`config.mk`:
```
export PLATFORM = sky130hd
export DESIGN_NAME = area_burst_detection_qualifier_core
export DESIGN_NICKNAME = d
export VERILOG_FILES = /design/src/hw/rtl/abdq_pkg.sv /design/src/hw/rtl/abdq_ram.sv /design/src/hw/rtl/abdq_ctrl.sv /design/src/hw/rtl/area_burst_detection_qualifier_core.sv
export SDC_FILE = /design/constraint.sdc
export NUM_CORES = 1
export LEC_CHECK = 0
export BUFFER_PORTS_ARGS = -buffer_cell sky130_fd_sc_hd__buf_2
export CORE_UTILIZATION = 45
export CTS_CLUSTER_DIAMETER = 150
export DETAILED_ROUTE_END_ITERATION = 7
export PLACE_DENSITY = 0.59
export SLEW_MARGIN = 20
export SYNTH_ARGS = -nofsm -noshare
export SYNTH_HDL_FRONTEND = slang
export SYNTH_SLANG_ARGS = --single-unit
```
`constraint.sdc`:
```
create_clock -name clk -period 7.2 [get_ports clk]
set_input_delay 0.36 -clock clk [delete_from_list [all_inputs] [get_ports clk]]
set_output_delay 0.36 -clock clk [all_outputs]
set_load 0.01 [all_outputs]
```
`src/hw/rtl/abdq_pkg.sv`:
```
// ----------------------------------------------------------------------------
// abdq_pkg
// shared types and constants of the area burst detection qualifier
// ----------------------------------------------------------------------------
package abdq_pkg;

    localparam int MASK_BITS = 16;

    localparam logic       CMD_TICK   = 1'b0;
    localparam logic       CMD_REPORT = 1'b1;

    localparam logic [1:0] OUTCOME_NONE      = 2'd0;
    localparam logic [1:0] OUTCOME_FRONT     = 2'd1;
    localparam logic [1:0] OUTCOME_BACK      = 2'd2;
    localparam logic [1:0] OUTCOME_INHIBITED = 2'd3;

    localparam logic [1:0] REG_WIN_MINUTES         = 2'd0;
    localparam logic [1:0] REG_DETECTION_THRESHOLD = 2'd1;
    localparam logic [1:0] REG_FRONT_AREA          = 2'd2;

    localparam logic [7:0] WIN_MINUTES_RESET         = 8'd5;
    localparam logic [7:0] DETECTION_THRESHOLD_RESET = 8'd3;
    localparam logic [2:0] FRONT_AREA_RESET          = 3'd0;

    typedef struct packed {
        logic        cmd;
        logic [2:0]  area;
        logic [15:0] person_mask;
        logic [4:0]  image_count;
        logic        armed;
    } in_t;

    typedef struct packed {
        logic [1:0] outcome;
        logic       window_restarted;
        logic [7:0] positives_now;
        logic [7:0] expired_areas;
    } out_t;

    typedef struct packed {
        logic        active;
        logic [31:0] window_start;
        logic [7:0]  hit_count;
    } entry_t;

    typedef struct packed {
        logic [13:0] timeout;
        logic [7:0]  threshold;
        logic [2:0]  front_area;
    } cfg_t;

    typedef enum logic [2:0] {
        ST_IDLE,
        ST_EVAL,
        ST_APPLY,
        ST_SWEEP,
        ST_FINISH
    } state_t;

endpackage

```
`src/hw/rtl/abdq_ram.sv`:
```
// ----------------------------------------------------------------------------
// abdq_ram
// simple dual port ram, one write and one registered read port
// ----------------------------------------------------------------------------
module abdq_ram #(
    parameter int WIDTH = 8,
    parameter int DEPTH = 8
) (
    input  logic                                 clk,
    input  logic                                 we,
    input  logic [(DEPTH > 1 ? $clog2(DEPTH) : 1)-1:0] waddr,
    input  logic [WIDTH-1:0]                     wdata,
    input  logic                                 re,
    input  logic [(DEPTH > 1 ? $clog2(DEPTH) : 1)-1:0] raddr,
    output logic [WIDTH-1:0]                     rdata
);

    logic [WIDTH-1:0] mem [DEPTH];

    always_ff @(posedge clk)
    begin
        if (we)
        begin
            mem[waddr] <= wdata;
        end
        if (re)
        begin
            rdata <= mem[raddr];
        end
    end

endmodule

```
`src/hw/rtl/abdq_ctrl.sv`:
```
// ----------------------------------------------------------------------------
// abdq_ctrl
// request sequencer: per-area read-modify-write, tick sweep, result register
// ----------------------------------------------------------------------------
module abdq_ctrl #(
    parameter int AREAS             = 8,
    parameter int IMAGES_PER_REPORT = 16
) (
    input  logic           clk,
    input  logic           rst_n,
    input  abdq_pkg::cfg_t cfg,
    input  logic           in_valid,
    output logic           in_stall,
    input  abdq_pkg::in_t  in_data,
    output logic           out_valid,
    input  logic           out_stall,
    output abdq_pkg::out_t out_data
);

    localparam int AW    = AREAS > 1 ? $clog2(AREAS) : 1;
    localparam int LIMIT = IMAGES_PER_REPORT < abdq_pkg::MASK_BITS ?
                           IMAGES_PER_REPORT : abdq_pkg::MASK_BITS;
    localparam logic [AW-1:0] LAST_AREA = AW'(AREAS - 1);

    abdq_pkg::state_t state_reg, state_next;
    logic [31:0]      sec_reg, sec_next;
    logic [AREAS-1:0] valid_reg;
    logic             rd_valid_reg;
    logic [AW-1:0]    addr_reg, addr_next;
    logic [2:0]       area_reg, area_next;
    logic             armed_reg, armed_next;
    logic [4:0]       pop_reg, pop_next;
    logic             nz_reg, nz_next;
    logic [31:0]      base_start_reg, base_start_next;
    logic [7:0]       base_cnt_reg, base_cnt_next;
    logic             restart_reg, restart_next;
    logic [7:0]       expired_reg, expired_next;
    abdq_pkg::out_t   res_reg, res_next;
    logic             out_valid_reg;
    abdq_pkg::out_t   out_data_reg;

    logic             ram_we, ram_re;
    logic [AW-1:0]    ram_waddr, ram_raddr;
    abdq_pkg::entry_t ram_wdata, ram_rdata, entry;

    logic             out_free, out_load;
    logic [4:0]       lim;
    logic [15:0]      low_mask;
    logic             in_range;
    logic [31:0]      age;
    logic [31:0]      timeout32;
    logic [8:0]       sum;
    logic [7:0]       sat;
    logic             trig;

    abdq_ram #(
        .WIDTH ($bits(abdq_pkg::entry_t)),
        .DEPTH (AREAS)
    ) u_ram (
        .clk   (clk),
        .we    (ram_we),
        .waddr (ram_waddr),
        .wdata (ram_wdata),
        .re    (ram_re),
        .raddr (ram_raddr),
        .rdata (ram_rdata)
    );

    assign entry     = rd_valid_reg ? ram_rdata : '0;
    assign timeout32 = {18'd0, cfg.timeout};
    assign age       = sec_reg - entry.window_start;
    assign out_free  = !out_valid_reg || !out_stall;
    assign in_stall  = state_reg != abdq_pkg::ST_IDLE;
    assign out_valid = out_valid_reg;
    assign out_data  = out_data_reg;

    // image count limited to the mask and the report size
    assign lim      = (in_data.image_count > 5'(LIMIT)) ? 5'(LIMIT) : in_data.image_count;
    assign low_mask = 16'((17'd1 << lim) - 17'd1);
    assign in_range = {29'd0, in_data.area} < 32'(AREAS);

    assign sum  = {1'b0, base_cnt_reg} + {4'd0, pop_reg};
    assign sat  = sum[8] ? 8'hFF : sum[7:0];
    assign trig = nz_reg && (sat >= cfg.threshold);

    always_comb
    begin
        state_next      = state_reg;
        sec_next        = sec_reg;
        addr_next       = addr_reg;
        area_next       = area_reg;
        armed_next      = armed_reg;
        pop_next        = pop_reg;
        nz_next         = nz_reg;
        base_start_next = base_start_reg;
        base_cnt_next   = base_cnt_reg;
        restart_next    = restart_reg;
        expired_next    = expired_reg;
        res_next        = res_reg;
        ram_we          = 1'b0;
        ram_waddr       = addr_reg;
        ram_wdata       = '0;
        ram_re          = 1'b0;
        ram_raddr       = addr_reg;
        out_load        = 1'b0;
        case (state_reg)
            abdq_pkg::ST_IDLE:
            begin
                if (in_valid)
                begin
                    if (in_data.cmd == abdq_pkg::CMD_TICK)
                    begin
                        sec_next     = sec_reg + 32'd1;
                        ram_re       = 1'b1;
                        ram_raddr    = '0;
                        addr_next    = '0;
                        expired_next = '0;
                        state_next   = abdq_pkg::ST_SWEEP;
                    end
                    else
                    begin
                        area_next  = in_data.area;
                        armed_next = in_data.armed;
                        pop_next   = 5'($countones(in_data.person_mask & low_mask));
                        nz_next    = lim != 5'd0;
                        if (in_range)
                        begin
                            ram_re     = 1'b1;
                            ram_raddr  = AW'(in_data.area);
                            addr_next  = AW'(in_data.area);
                            state_next = abdq_pkg::ST_EVAL;
                        end
                        else
                        begin
                            res_next   = '0;
                            state_next = abdq_pkg::ST_FINISH;
                        end
                    end
                end
            end
            abdq_pkg::ST_EVAL:
            begin
                // idle area opens at the current second, stale window reopens
                if (!entry.active)
                begin
                    base_start_next = sec_reg;
                    base_cnt_next   = 8'd0;
                    restart_next    = 1'b0;
                end
                else if (age > timeout32)
                begin
                    base_start_next = sec_reg;
                    base_cnt_next   = 8'd0;
                    restart_next    = 1'b1;
                end
                else
                begin
                    base_start_next = entry.window_start;
                    base_cnt_next   = entry.hit_count;
                    restart_next    = 1'b0;
                end
                state_next = abdq_pkg::ST_APPLY;
            end
            abdq_pkg::ST_APPLY:
            begin
                ram_we    = 1'b1;
                ram_waddr = addr_reg;
                if (trig)
                begin
                    ram_wdata = '0;
                end
                else
                begin
                    ram_wdata = '{active: 1'b1, window_start: base_start_reg,
                                  hit_count: sat};
                end
                res_next.window_restarted = restart_reg;
                res_next.positives_now    = trig ? 8'd0 : sat;
                res_next.expired_areas    = 8'd0;
                if (!trig)
                begin
                    res_next.outcome = abdq_pkg::OUTCOME_NONE;
                end
                else if (!armed_reg)
                begin
                    res_next.outcome = abdq_pkg::OUTCOME_INHIBITED;
                end
                else if (area_reg == cfg.front_area)
                begin
                    res_next.outcome = abdq_pkg::OUTCOME_FRONT;
                end
                else
                begin
                    res_next.outcome = abdq_pkg::OUTCOME_BACK;
                end
                state_next = abdq_pkg::ST_FINISH;
            end
            abdq_pkg::ST_SWEEP:
            begin
                if (entry.active && (age >= timeout32))
                begin
                    ram_we       = 1'b1;
                    ram_waddr    = addr_reg;
                    ram_wdata    = '0;
                    expired_next = expired_reg | (8'd1 << addr_reg);
                end
                if (addr_reg == LAST_AREA)
                begin
                    res_next   = '{outcome: abdq_pkg::OUTCOME_NONE, window_restarted: 1'b0,
                                   positives_now: 8'd0, expired_areas: expired_next};
                    state_next = abdq_pkg::ST_FINISH;
                end
                else
                begin
                    ram_re    = 1'b1;
                    ram_raddr = addr_reg + AW'(1);
                    addr_next = addr_reg + AW'(1);
                end
            end
            abdq_pkg::ST_FINISH:
            begin
                if (out_free)
                begin
                    out_load   = 1'b1;
                    state_next = abdq_pkg::ST_IDLE;
                end
            end
            default:
            begin
                state_next = abdq_pkg::ST_IDLE;
            end
        endcase
    end

    always_ff @(posedge clk or negedge rst_n)
    begin
        if (!rst_n)
        begin
            state_reg     <= abdq_pkg::ST_IDLE;
            sec_reg       <= '0;
            valid_reg     <= '0;
            out_valid_reg <= 1'b0;
        end
        else
        begin
            state_reg <= state_next;
            sec_reg   <= sec_next;
            if (ram_we)
            begin
                valid_reg[ram_waddr] <= 1'b1;
            end
            if (out_load)
            begin
                out_valid_reg <= 1'b1;
            end
            else if (!out_stall)
            begin
                out_valid_reg <= 1'b0;
            end
        end
    end

    always_ff @(posedge clk)
    begin
        addr_reg       <= addr_next;
        area_reg       <= area_next;
        armed_reg      <= armed_next;
        pop_reg        <= pop_next;
        nz_reg         <= nz_next;
        base_start_reg <= base_start_next;
        base_cnt_reg   <= base_cnt_next;
        restart_reg    <= restart_next;
        expired_reg    <= expired_next;
        res_reg        <= res_next;
        if (ram_re)
        begin
            rd_valid_reg <= valid_reg[ram_raddr];
        end
        if (out_load)
        begin
            out_data_reg <= res_reg;
        end
    end

    a_write_state: assert property (@(posedge clk) disable iff (!rst_n)
        ram_we |-> (state_reg == abdq_pkg::ST_APPLY || state_reg == abdq_pkg::ST_SWEEP))
        else $error("memory write outside apply or sweep");

    a_tick_second: assert property (@(posedge clk) disable iff (!rst_n)
        (state_reg == abdq_pkg::ST_IDLE && in_valid && in_data.cmd == abdq_pkg::CMD_TICK)
        |=> sec_reg == 32'($past(sec_reg) + 32'd1))
        else $error("tick did not advance the second counter");

    a_sweep_step: assert property (@(posedge clk) disable iff (!rst_n)
        (state_reg == abdq_pkg::ST_SWEEP && addr_reg != LAST_AREA)
        |=> (state_reg == abdq_pkg::ST_SWEEP && addr_reg == AW'($past(addr_reg) + AW'(1))))
        else $error("sweep skipped an area");

    a_eval_apply: assert property (@(posedge clk) disable iff (!rst_n)
        state_reg == abdq_pkg::ST_EVAL |=> state_reg == abdq_pkg::ST_APPLY)
        else $error("report evaluation not followed by write back");

endmodule

```
`src/hw/rtl/area_burst_detection_qualifier_core.sv`:
```
// ----------------------------------------------------------------------------
// area_burst_detection_qualifier_core
// per-area burst counting of person detections with windowed alarm trigger
// ----------------------------------------------------------------------------
// report: the entry is read, evaluated and written back, then the result is
// registered; an area out of range goes straight to the result
// tick: the sweep walks all AREAS entries, one area a cycle through the state
// memory read port, then registers the mask of expired areas as its result
// one request in flight at a time; a new request is taken while a result waits
// reset clears control state and per-area valid flops; unwritten entries read as zero
// ----------------------------------------------------------------------------
module area_burst_detection_qualifier_core #(
    parameter int AREAS             = 8,
    parameter int IMAGES_PER_REPORT = 16
) (
    input  logic           clk,
    input  logic           rst_n,
    input  logic           cfg_we,
    input  logic [1:0]     cfg_index,
    input  logic [7:0]     cfg_data,
    input  logic           in_valid,
    output logic           in_stall,
    input  abdq_pkg::in_t  in_data,
    output logic           out_valid,
    input  logic           out_stall,
    output abdq_pkg::out_t out_data
);

    logic [7:0]     win_minutes_reg;
    logic [7:0]     threshold_reg;
    logic [2:0]     front_area_reg;
    abdq_pkg::cfg_t cfg;

    always_ff @(posedge clk or negedge rst_n)
    begin
        if (!rst_n)
        begin
            win_minutes_reg <= abdq_pkg::WIN_MINUTES_RESET;
            threshold_reg   <= abdq_pkg::DETECTION_THRESHOLD_RESET;
            front_area_reg  <= abdq_pkg::FRONT_AREA_RESET;
        end
        else if (cfg_we)
        begin
            case (cfg_index)
                abdq_pkg::REG_WIN_MINUTES:         win_minutes_reg <= cfg_data;
                abdq_pkg::REG_DETECTION_THRESHOLD: threshold_reg   <= cfg_data;
                abdq_pkg::REG_FRONT_AREA:          front_area_reg  <= cfg_data[2:0];
                default:
                begin
                end
            endcase
        end
    end

    // minutes times sixty as 64 minus 4
    assign cfg.timeout    = {win_minutes_reg, 6'd0} - {4'd0, win_minutes_reg, 2'd0};
    assign cfg.threshold  = threshold_reg;
    assign cfg.front_area = front_area_reg;

    abdq_ctrl #(
        .AREAS             (AREAS),
        .IMAGES_PER_REPORT (IMAGES_PER_REPORT)
    ) u_ctrl (
        .clk       (clk),
        .rst_n     (rst_n),
        .cfg       (cfg),
        .in_valid  (in_valid),
        .in_stall  (in_stall),
        .in_data   (in_data),
        .out_valid (out_valid),
        .out_stall (out_stall),
        .out_data  (out_data)
    );

endmodule

```
==> reports/summary.txt, run 1 <==
status -> complete, no violations
fin crit share -> 0.755
Largest Register -> u_ctrl.u_ram.mem
worst r2r src -> u_ctrl.base_cnt_reg[0]$_SDFFCE_PP0P_
Yosys cell types -> 75
DRT Pass-1 Iters -> 6
hold path endpoint -> front_area_reg[2]$_DFFE_PN0P_
I/O pin cnt -> 62
synthesized area -> 0.0256 sq mm
Met1 Routed Length -> 29000 microns
Die X-Extent -> 240 microns
root buf cell -> clkbuf_16
synthesized flop and latch total -> 533
Post-Synth XOR/XNOR Area -> 0.0230
ys async rst share -> 0.118
Hold Path Class -> primary input to flop
DRC -> 0
Vias -> 17300
ANT cells -> 0
wire per inst -> 20.5 microns
Die ar. -> 0.0577 sq mm
cell taking the most area after synthesis -> edfxtp_1
Crit. End Element -> flop
CP bufs+invs -> 3
compound-cell area share of the yosys netlist -> 0.0821
Core Rows -> 86
Worst R2R Path Depth -> 21
synth cell count leaders -> nand2_1 (506), edfxtp_1 (467), nand3_1 (228)
largest family of logic cells by synthesized area -> simple AND/OR/NAND/NOR gates
adder-cell area share of the yosys netlist -> 0.0494
Top FF cell, synth -> edfxtp_1
RSZ-0062 raised after global routing -> no
R2R Setup Slk -> 1770 ps
relative slew slack -> 0.240
CP cell instances -> ha_1, inv_1, fa_1, inv_1, a21oi_1, o21bai_1, a21oi_1, nand2b_1, nor2_1, nor2_1, ha_1, nand2b_1, a21o_1, a21o_1, a21o_1, a21o_1, a21o_1, a21o_1, a21o_2, buf_4, a211oi_1
Initial DRC Count -> 1312
CTS tree -> built
post-synth net total -> 2384
VDD IR-drop max -> 0.373 mV
Initial Util -> 0.459
Setup Fix Bufs, Post-CTS -> 0
ANT nets after route -> 0
GR Overflow Total -> 0
H-tree depth -> 2
CTS Buf Count -> 57
Placer Congestion -> 0.897
dominant cells by area after synthesis -> edfxtp_1 (55%), nand2_1 (7.4%), dfrtp_1 (5.8%)
final hold vios -> 0
Sum Neg Setup Slack -> 0 ps
IO Port Bufs -> 61
# nets final -> 2420
first-pass GRT wire length -> 98100 microns
Worst EP arrival -> 5710 ps
met2 wire len -> 28300 microns
overall power -> 12.7 mW
vias in the first global route -> 17000
HP Start -> cfg_data[2]
Post-Synthesis Cells -> 2250
Final min period -> 5430 ps
post-DP HPWL -> 38000 microns
highest metal used -> met5
Vias per Instance -> 5.63
number of synthesized flops with an enable pin -> 467
WL final -> 63000 microns
Core Box Area -> 0.0556 sq mm
measured slew at the worst slew-check pin -> 1130 ps
Total Routing Usage GR -> 0.222
Setup Skew -> 30.1 ps
Synth top area share -> 0.549
CP startpoint kind -> flop
syn avg cell area -> 11.4 sq um
Worst-Skew Late Latency -> 630 ps
max-cap violations -> 0
biggest regs -> u_ctrl.u_ram.mem (328), u_ctrl.u_ram.rdata (41)
antenna violations before repair -> 1
pwr dens -> 445 mW/mm^2
largest net degree at the start of global routing -> 165
cell with the most instances after synthesis -> nand2_1
CP max stage delay -> 990 ps
WL met3 -> 4150 microns
post-synthesis mux area share -> 0.0281
Lkg Pwr -> 11.0 nW
synth warn -> 0
register area share after synthesis -> 0.613
Critical Path RT -> 7480 ps
clk slew on worst S/H paths -> 60 ps
max reg flops -> 328
Final Max Slew Viols -> 0
Final setup viols -> 0
f_max -> 184 MHz
Longest Clk Path Bufs -> 3
post-synthesis simple-gate area fraction -> 0.170
synthesis-to-finish area growth -> 11.7%
Sink Count -> 533
Critical Path Most Common Cell -> a21o_1
family with the most delay on the worst path -> compound AO/OA/AOI/OAI gates
Worst R2R End -> u_ctrl.u_ram.mem[5][21]$_DFFE_PP_
Max stage delay cell, worst path -> a211oi_1
chip height -> 240 microns
crit-path max FO -> 49
layout cells sized above 1 -> 0.112
critical path class -> flop to flop
hold path depth -> 2
[what timing repair did]
| action | CTS | global route |
|---|---|---|
| resized for setup | 0 | 0 |
| endpoints found under the hold margin | 78 | 0 |
| hold buffers | 13 | 0 |
[kinds of logic (layout without fill, tap and decap cells)]
kind of cell / after synthesis / in the layout
and+or+nand+nor: 961 / 961
DFF: 533 / 533
AOI/OAI and AO/OA: 322 / 322
buffers and inverters: 220 / 301
adders and majority gates: 93 / 93
xor gates and xnor gates: 67 / 67
muxes: 54 / 54
[cells in the final DEF, fill, tap and decap left out, types with 16 or more instances in the layout]
cell	Yosys	routed
buf_4	0	23
xor2_1	27	27
clkbuf_16	0	57
xnor2_1	40	40
nand4_1	21	21
mux2_2	17	17
mux2_4	31	31
inv_1	99	96
ha_1	80	80
nand3_1	228	228
o21a_1	16	16
nor2_1	68	68
nor4_1	17	17
buf_2	7	61
o21ai_0	99	97
dfrtp_1	59	59
nand2_1	506	502
a211oi_1	53	53
edfxtp_1	467	467
a21oi_1	51	48
nor3_1	30	30
[how the worst max path moves through the flow]
| stage | from | to | depth (start not counted) |
|---|---|---|---|
| global route | u_ctrl.base_cnt_reg[0]$_SDFFCE_PP0P_ | u_ctrl.u_ram.mem[4][25]$_DFFE_PP_ | 21 |
| detailed placement | in_data[3] | u_ctrl.pop_reg[3]$_DFFE_PP_ | 17 |
| floorplan | u_ctrl.rd_valid_reg$_DFFE_PP_ | u_ctrl.u_ram.mem[6][0]$_DFFE_PP_ | 13 |
| CTS | u_ctrl.base_cnt_reg[0]$_SDFFCE_PP0P_ | u_ctrl.u_ram.mem[3][0]$_DFFE_PP_ | 21 |
| finish | u_ctrl.base_cnt_reg[0]$_SDFFCE_PP0P_ | u_ctrl.u_ram.mem[5][21]$_DFFE_PP_ | 21 |
| global placement | in_data[3] | u_ctrl.pop_reg[3]$_DFFE_PP_ | 19 |
[stage by stage]
step,area [sq um],setup slack (ps),hold WS [ps],instances,utilization
2_1_floorplan,25600,779,64.4,2250,-
3_3_place_gp,26600,1680,400,2962,0.478
3_5_place_dp,26600,1680,405,2962,0.478
4_1_cts,28500,1780,2.82,3079,0.513
5_1_grt,28500,1360,15.0,3079,0.513
6_report,28500,1770,43.5,3079,0.513
[cell type report]
cell class	instances	area, sq um
Clock inverter	24	233
Inverter	99	374
Fill cell	4883	27100
Clock buffer	80	1590
Sequential cell	533	15700
Timing Repair Buffer	98	628
Tap cell	748	936
Multi-Input combinational cell	1497	9120
[worst register-to-register path: stages (launching register included)]
cell      delay [ps]
edfxtp_1         330
ha_1             160
inv_1             60
fa_1             390
inv_1             70
a21oi_1           60
o21bai_1         190
a21oi_1          120
nand2b_1         180
nor2_1           320
nor2_1           180
ha_1             290
nand2b_1         140
a21o_1           180
a21o_1           170
a21o_1           160
a21o_1           160
a21o_1           170
a21o_1           180
a21o_2           210
buf_4            340
a211oi_1        1010
[per-layer routing]
metal / vias to the layer above / GRT usage
met5: - / 0
met4: 2 / 0.0664
met3: 100 / 0.0426
met2: 583 / 0.342
li1: 8157 / -
met1: 8482 / 0.318
[where the power goes]
group          switching [mW]  total [mW]  leakage (nW)  internal, mW
logic                    3.60        5.16          4.90          1.56
registers               0.304        4.71          5.16          4.40
clock network            1.21        2.83         0.894          1.62
No activity file was read; power rests on OpenSTA's default activity.
==> run 2, diff against run 1 <==
Settings changed: ABC_AREA set to 1, PLACE_DENSITY 0.59 to 0.61.
Clock period 7.2 ns to 4.45 ns, I/O delays scaled along.
==> reports/summary.txt, run 2 <==
# nets final -> 2827
cell taking the most area after synthesis -> edfxtp_1
Die X-Extent -> 240 microns
critical path class -> primary input to flop
RSZ-0062 raised after global routing -> yes
VDD IR-drop max -> 0.340 mV
Critical Path RT -> 4780 ps
Worst-Skew Late Latency -> 610 ps
dominant cells by area after synthesis -> edfxtp_1 (55%), nand2_1 (7.6%), nor2_1 (6.5%)
Sink Count -> 533
Crit. End Element -> flop
CTS tree -> built
first-pass GRT wire length -> 101000 microns
pwr dens -> 686 mW/mm^2
chip height -> 240 microns
number of synthesized flops with an enable pin -> 467
Hold Path Class -> primary input to flop
Setup Skew -> 28.6 ps
I/O pin cnt -> 62
ANT cells -> 0
Final min period -> 4270 ps
clk slew on worst S/H paths -> 60 ps
Initial DRC Count -> 1538
GRT met1 Usage -> 0.346
R2R Setup Slk -> 290 ps
f_max -> 234 MHz
antenna violations before repair -> 0
Vias -> 18300
biggest regs -> u_ctrl.u_ram.mem (328), u_ctrl.u_ram.rdata (41)
status -> complete, no violations
synth cell count leaders -> nand2_1 (513), edfxtp_1 (467), nor2_1 (439)
Yosys cell types -> 46
DRT Pass-1 Iters -> 5
ANT nets after route -> 0
relative slew slack -> 0.393
Placer Congestion -> 0.908
layout cells sized above 1 -> 0.120
worst r2r src -> u_ctrl.pop_reg[0]$_DFFE_PP_
WL final -> 64300 microns
Largest Register -> u_ctrl.u_ram.mem
CTS Buf Count -> 54
synthesized area -> 0.0254 sq mm
Final Max Slew Viols -> 0
Core Box Area -> 0.0554 sq mm
Final setup viols -> 0
GRT met2 Usage -> 0.347
met3 Use GR -> 0.0275
HP Start -> in_valid
Post-Synthesis Cells -> 2542
CP startpoint kind -> primary input
PnR worst setup slack -> 182 ps
placed cells -> 3366
max reg flops -> 328
hold path endpoint -> u_ctrl.state_reg[0]$_DFFE_PN0P_
Core Util, Final -> 0.531
dpl ws -> -616 ps
cell with the most instances after synthesis -> nand2_1
ys async rst share -> 0.118
register area share after synthesis -> 0.616
Initial Util -> 0.459
most frequent cells in the layout -> nand2_1 (502), edfxtp_1 (467), nor2_1 (426), inv_1 (248), o21ai_0 (203)
max-cap violations -> 0
Worst R2R End -> u_ctrl.u_ram.mem[6][1]$_DFFE_PP_
Synth top area share -> 0.552
Total Routing Usage GR -> 0.227
measured slew at the worst slew-check pin -> 907 ps
final hold vios -> 0
IO Port Bufs -> 61
syn avg cell area -> 10.0 sq um
wire per inst -> 18.5 microns
Top FF cell, synth -> edfxtp_1
H-tree depth -> 2
Worst EP arrival -> 4600 ps
DRC -> 0
Vias per Instance -> 5.25
Layout Cells excl Fill -> 3485
crit-path max FO -> 4
most crowded layer after global routing -> met2
post-synth net total -> 2676
commonest non-fill, non-tap cell in the layout -> nand2_1
Longest Clk Path Bufs -> 3
hold path depth -> 3
worst hold slack -> 49.5 ps
post-DP HPWL -> 43600 microns
synth warn -> 0
vias in the first global route -> 17500
root buf cell -> clkbuf_16
fin crit share -> 0.959
Final Cell Area -> 0.0294 sq mm
Lkg Pwr -> 12.2 nW
Die ar. -> 0.0574 sq mm
Worst R2R Path Depth -> 22
synthesis-to-finish area growth -> 15.7%
Core Rows -> 86
largest net degree at the start of global routing -> 93
GR Overflow Total -> 0
synthesized flop and latch total -> 533
area post-placement -> 0.0274 sq mm
-- run 2: cell count changes after synthesis, moves of 37 or more --
cell,delta
nor2_1,+371
inv_1,+163
nand3_1,-140
o21ai_0,+106
a211oi_1,-52
o22ai_1,+39
a31oi_1,+37
-- run 2: cell type report --
cell class	count	area (sq um)
clock buffers	65	1410
clock inverters	35	323
fillers	4854	26000
inverters	276	1040
multi-input cells	1644	8510
flip-flops and latches	533	15700
well taps	748	936
repair buffers	184	1520
-- run 2: cell families after synthesis --
| group | share of synthesized area |
|---|---|
| and+or+nand+nor | 0.182 |
| DFF | 0.616 |
| adders and majority gates | 0.0496 |
| AOI/OAI and AO/OA | 0.0756 |
| xor gates and xnor gates | 0.0203 |
| buffers and inverters | 0.0556 |
-- run 2: worst max-delay path by stage --
stage / slack, ps / to / depth (start not counted) / startpoint
3_3_place_gp: -560 / u_ctrl.pop_reg[3]$_DFFE_PP_ / 25 / in_data[2]
3_5_place_dp: -620 / u_ctrl.pop_reg[3]$_DFFE_PP_ / 25 / in_data[2]
5_1_grt: -70 / u_ctrl.pop_reg[3]$_DFFE_PP_ / 23 / in_data[2]
6_report: 180 / u_ctrl.pop_reg[3]$_DFFE_PP_ / 22 / in_data[2]
2_1_floorplan: -280 / u_ctrl.pop_reg[3]$_DFFE_PP_ / 24 / in_data[2]
4_1_cts: 7 / u_ctrl.pop_reg[3]$_DFFE_PP_ / 25 / in_data[2]
-- run 2: timing repair --
| item | in CTS | in global routing |
|---|---|---|
| resized for setup | 0 | 17 |
| setup endpoints to repair | 0 | 384 |
| setup buffers | 0 | 4 |
| hold endpoints to repair | 87 | 0 |
| hold buffers | 15 | 0 |
-- run 2: worst max-delay path: stages --
cell and delay [ps]:
buf_2 120, nor2_4 100, nand3_2 90, nand2_4 110, nand2_2 70, nor2_1 160, nand2_1 100, buf_4 140
nor2_1 150, nor2_1 70, nand4_1 130, nor2_2 50, buf_4 130, a21oi_1 140, ha_1 250, fa_1 470
fa_2 360, fa_1 580, fa_1 430, ha_2 220, fa_2 350, xor2_1 140
-- run 2: power by group --
part	leakage, nW	internal [mW]	total (mW)	switching, mW
Clock	0.836	2.56	4.46	1.91
Combinational	6.25	2.71	8.44	5.73
Sequential	5.13	6.84	7.25	0.414
-- run 2: metal layers --
| metal | up-vias | wire length, microns |
|---|---|---|
| li1 | 8852 | - |
| met1 | 8849 | 30800 |
| met2 | 526 | 28500 |
| met3 | 76 | 4010 |
| met4 | 0 | 962 |
| met5 | - | 0 |
-- run 2: through the flow --
step	power (mW)	TNS, ps
after global placement	15.5	-1480
final	20.2	0
after global routing	21.6	-80.4
after CTS	20.2	0
after floorplan	12.8	-508
after detailed placement	15.7	-1690
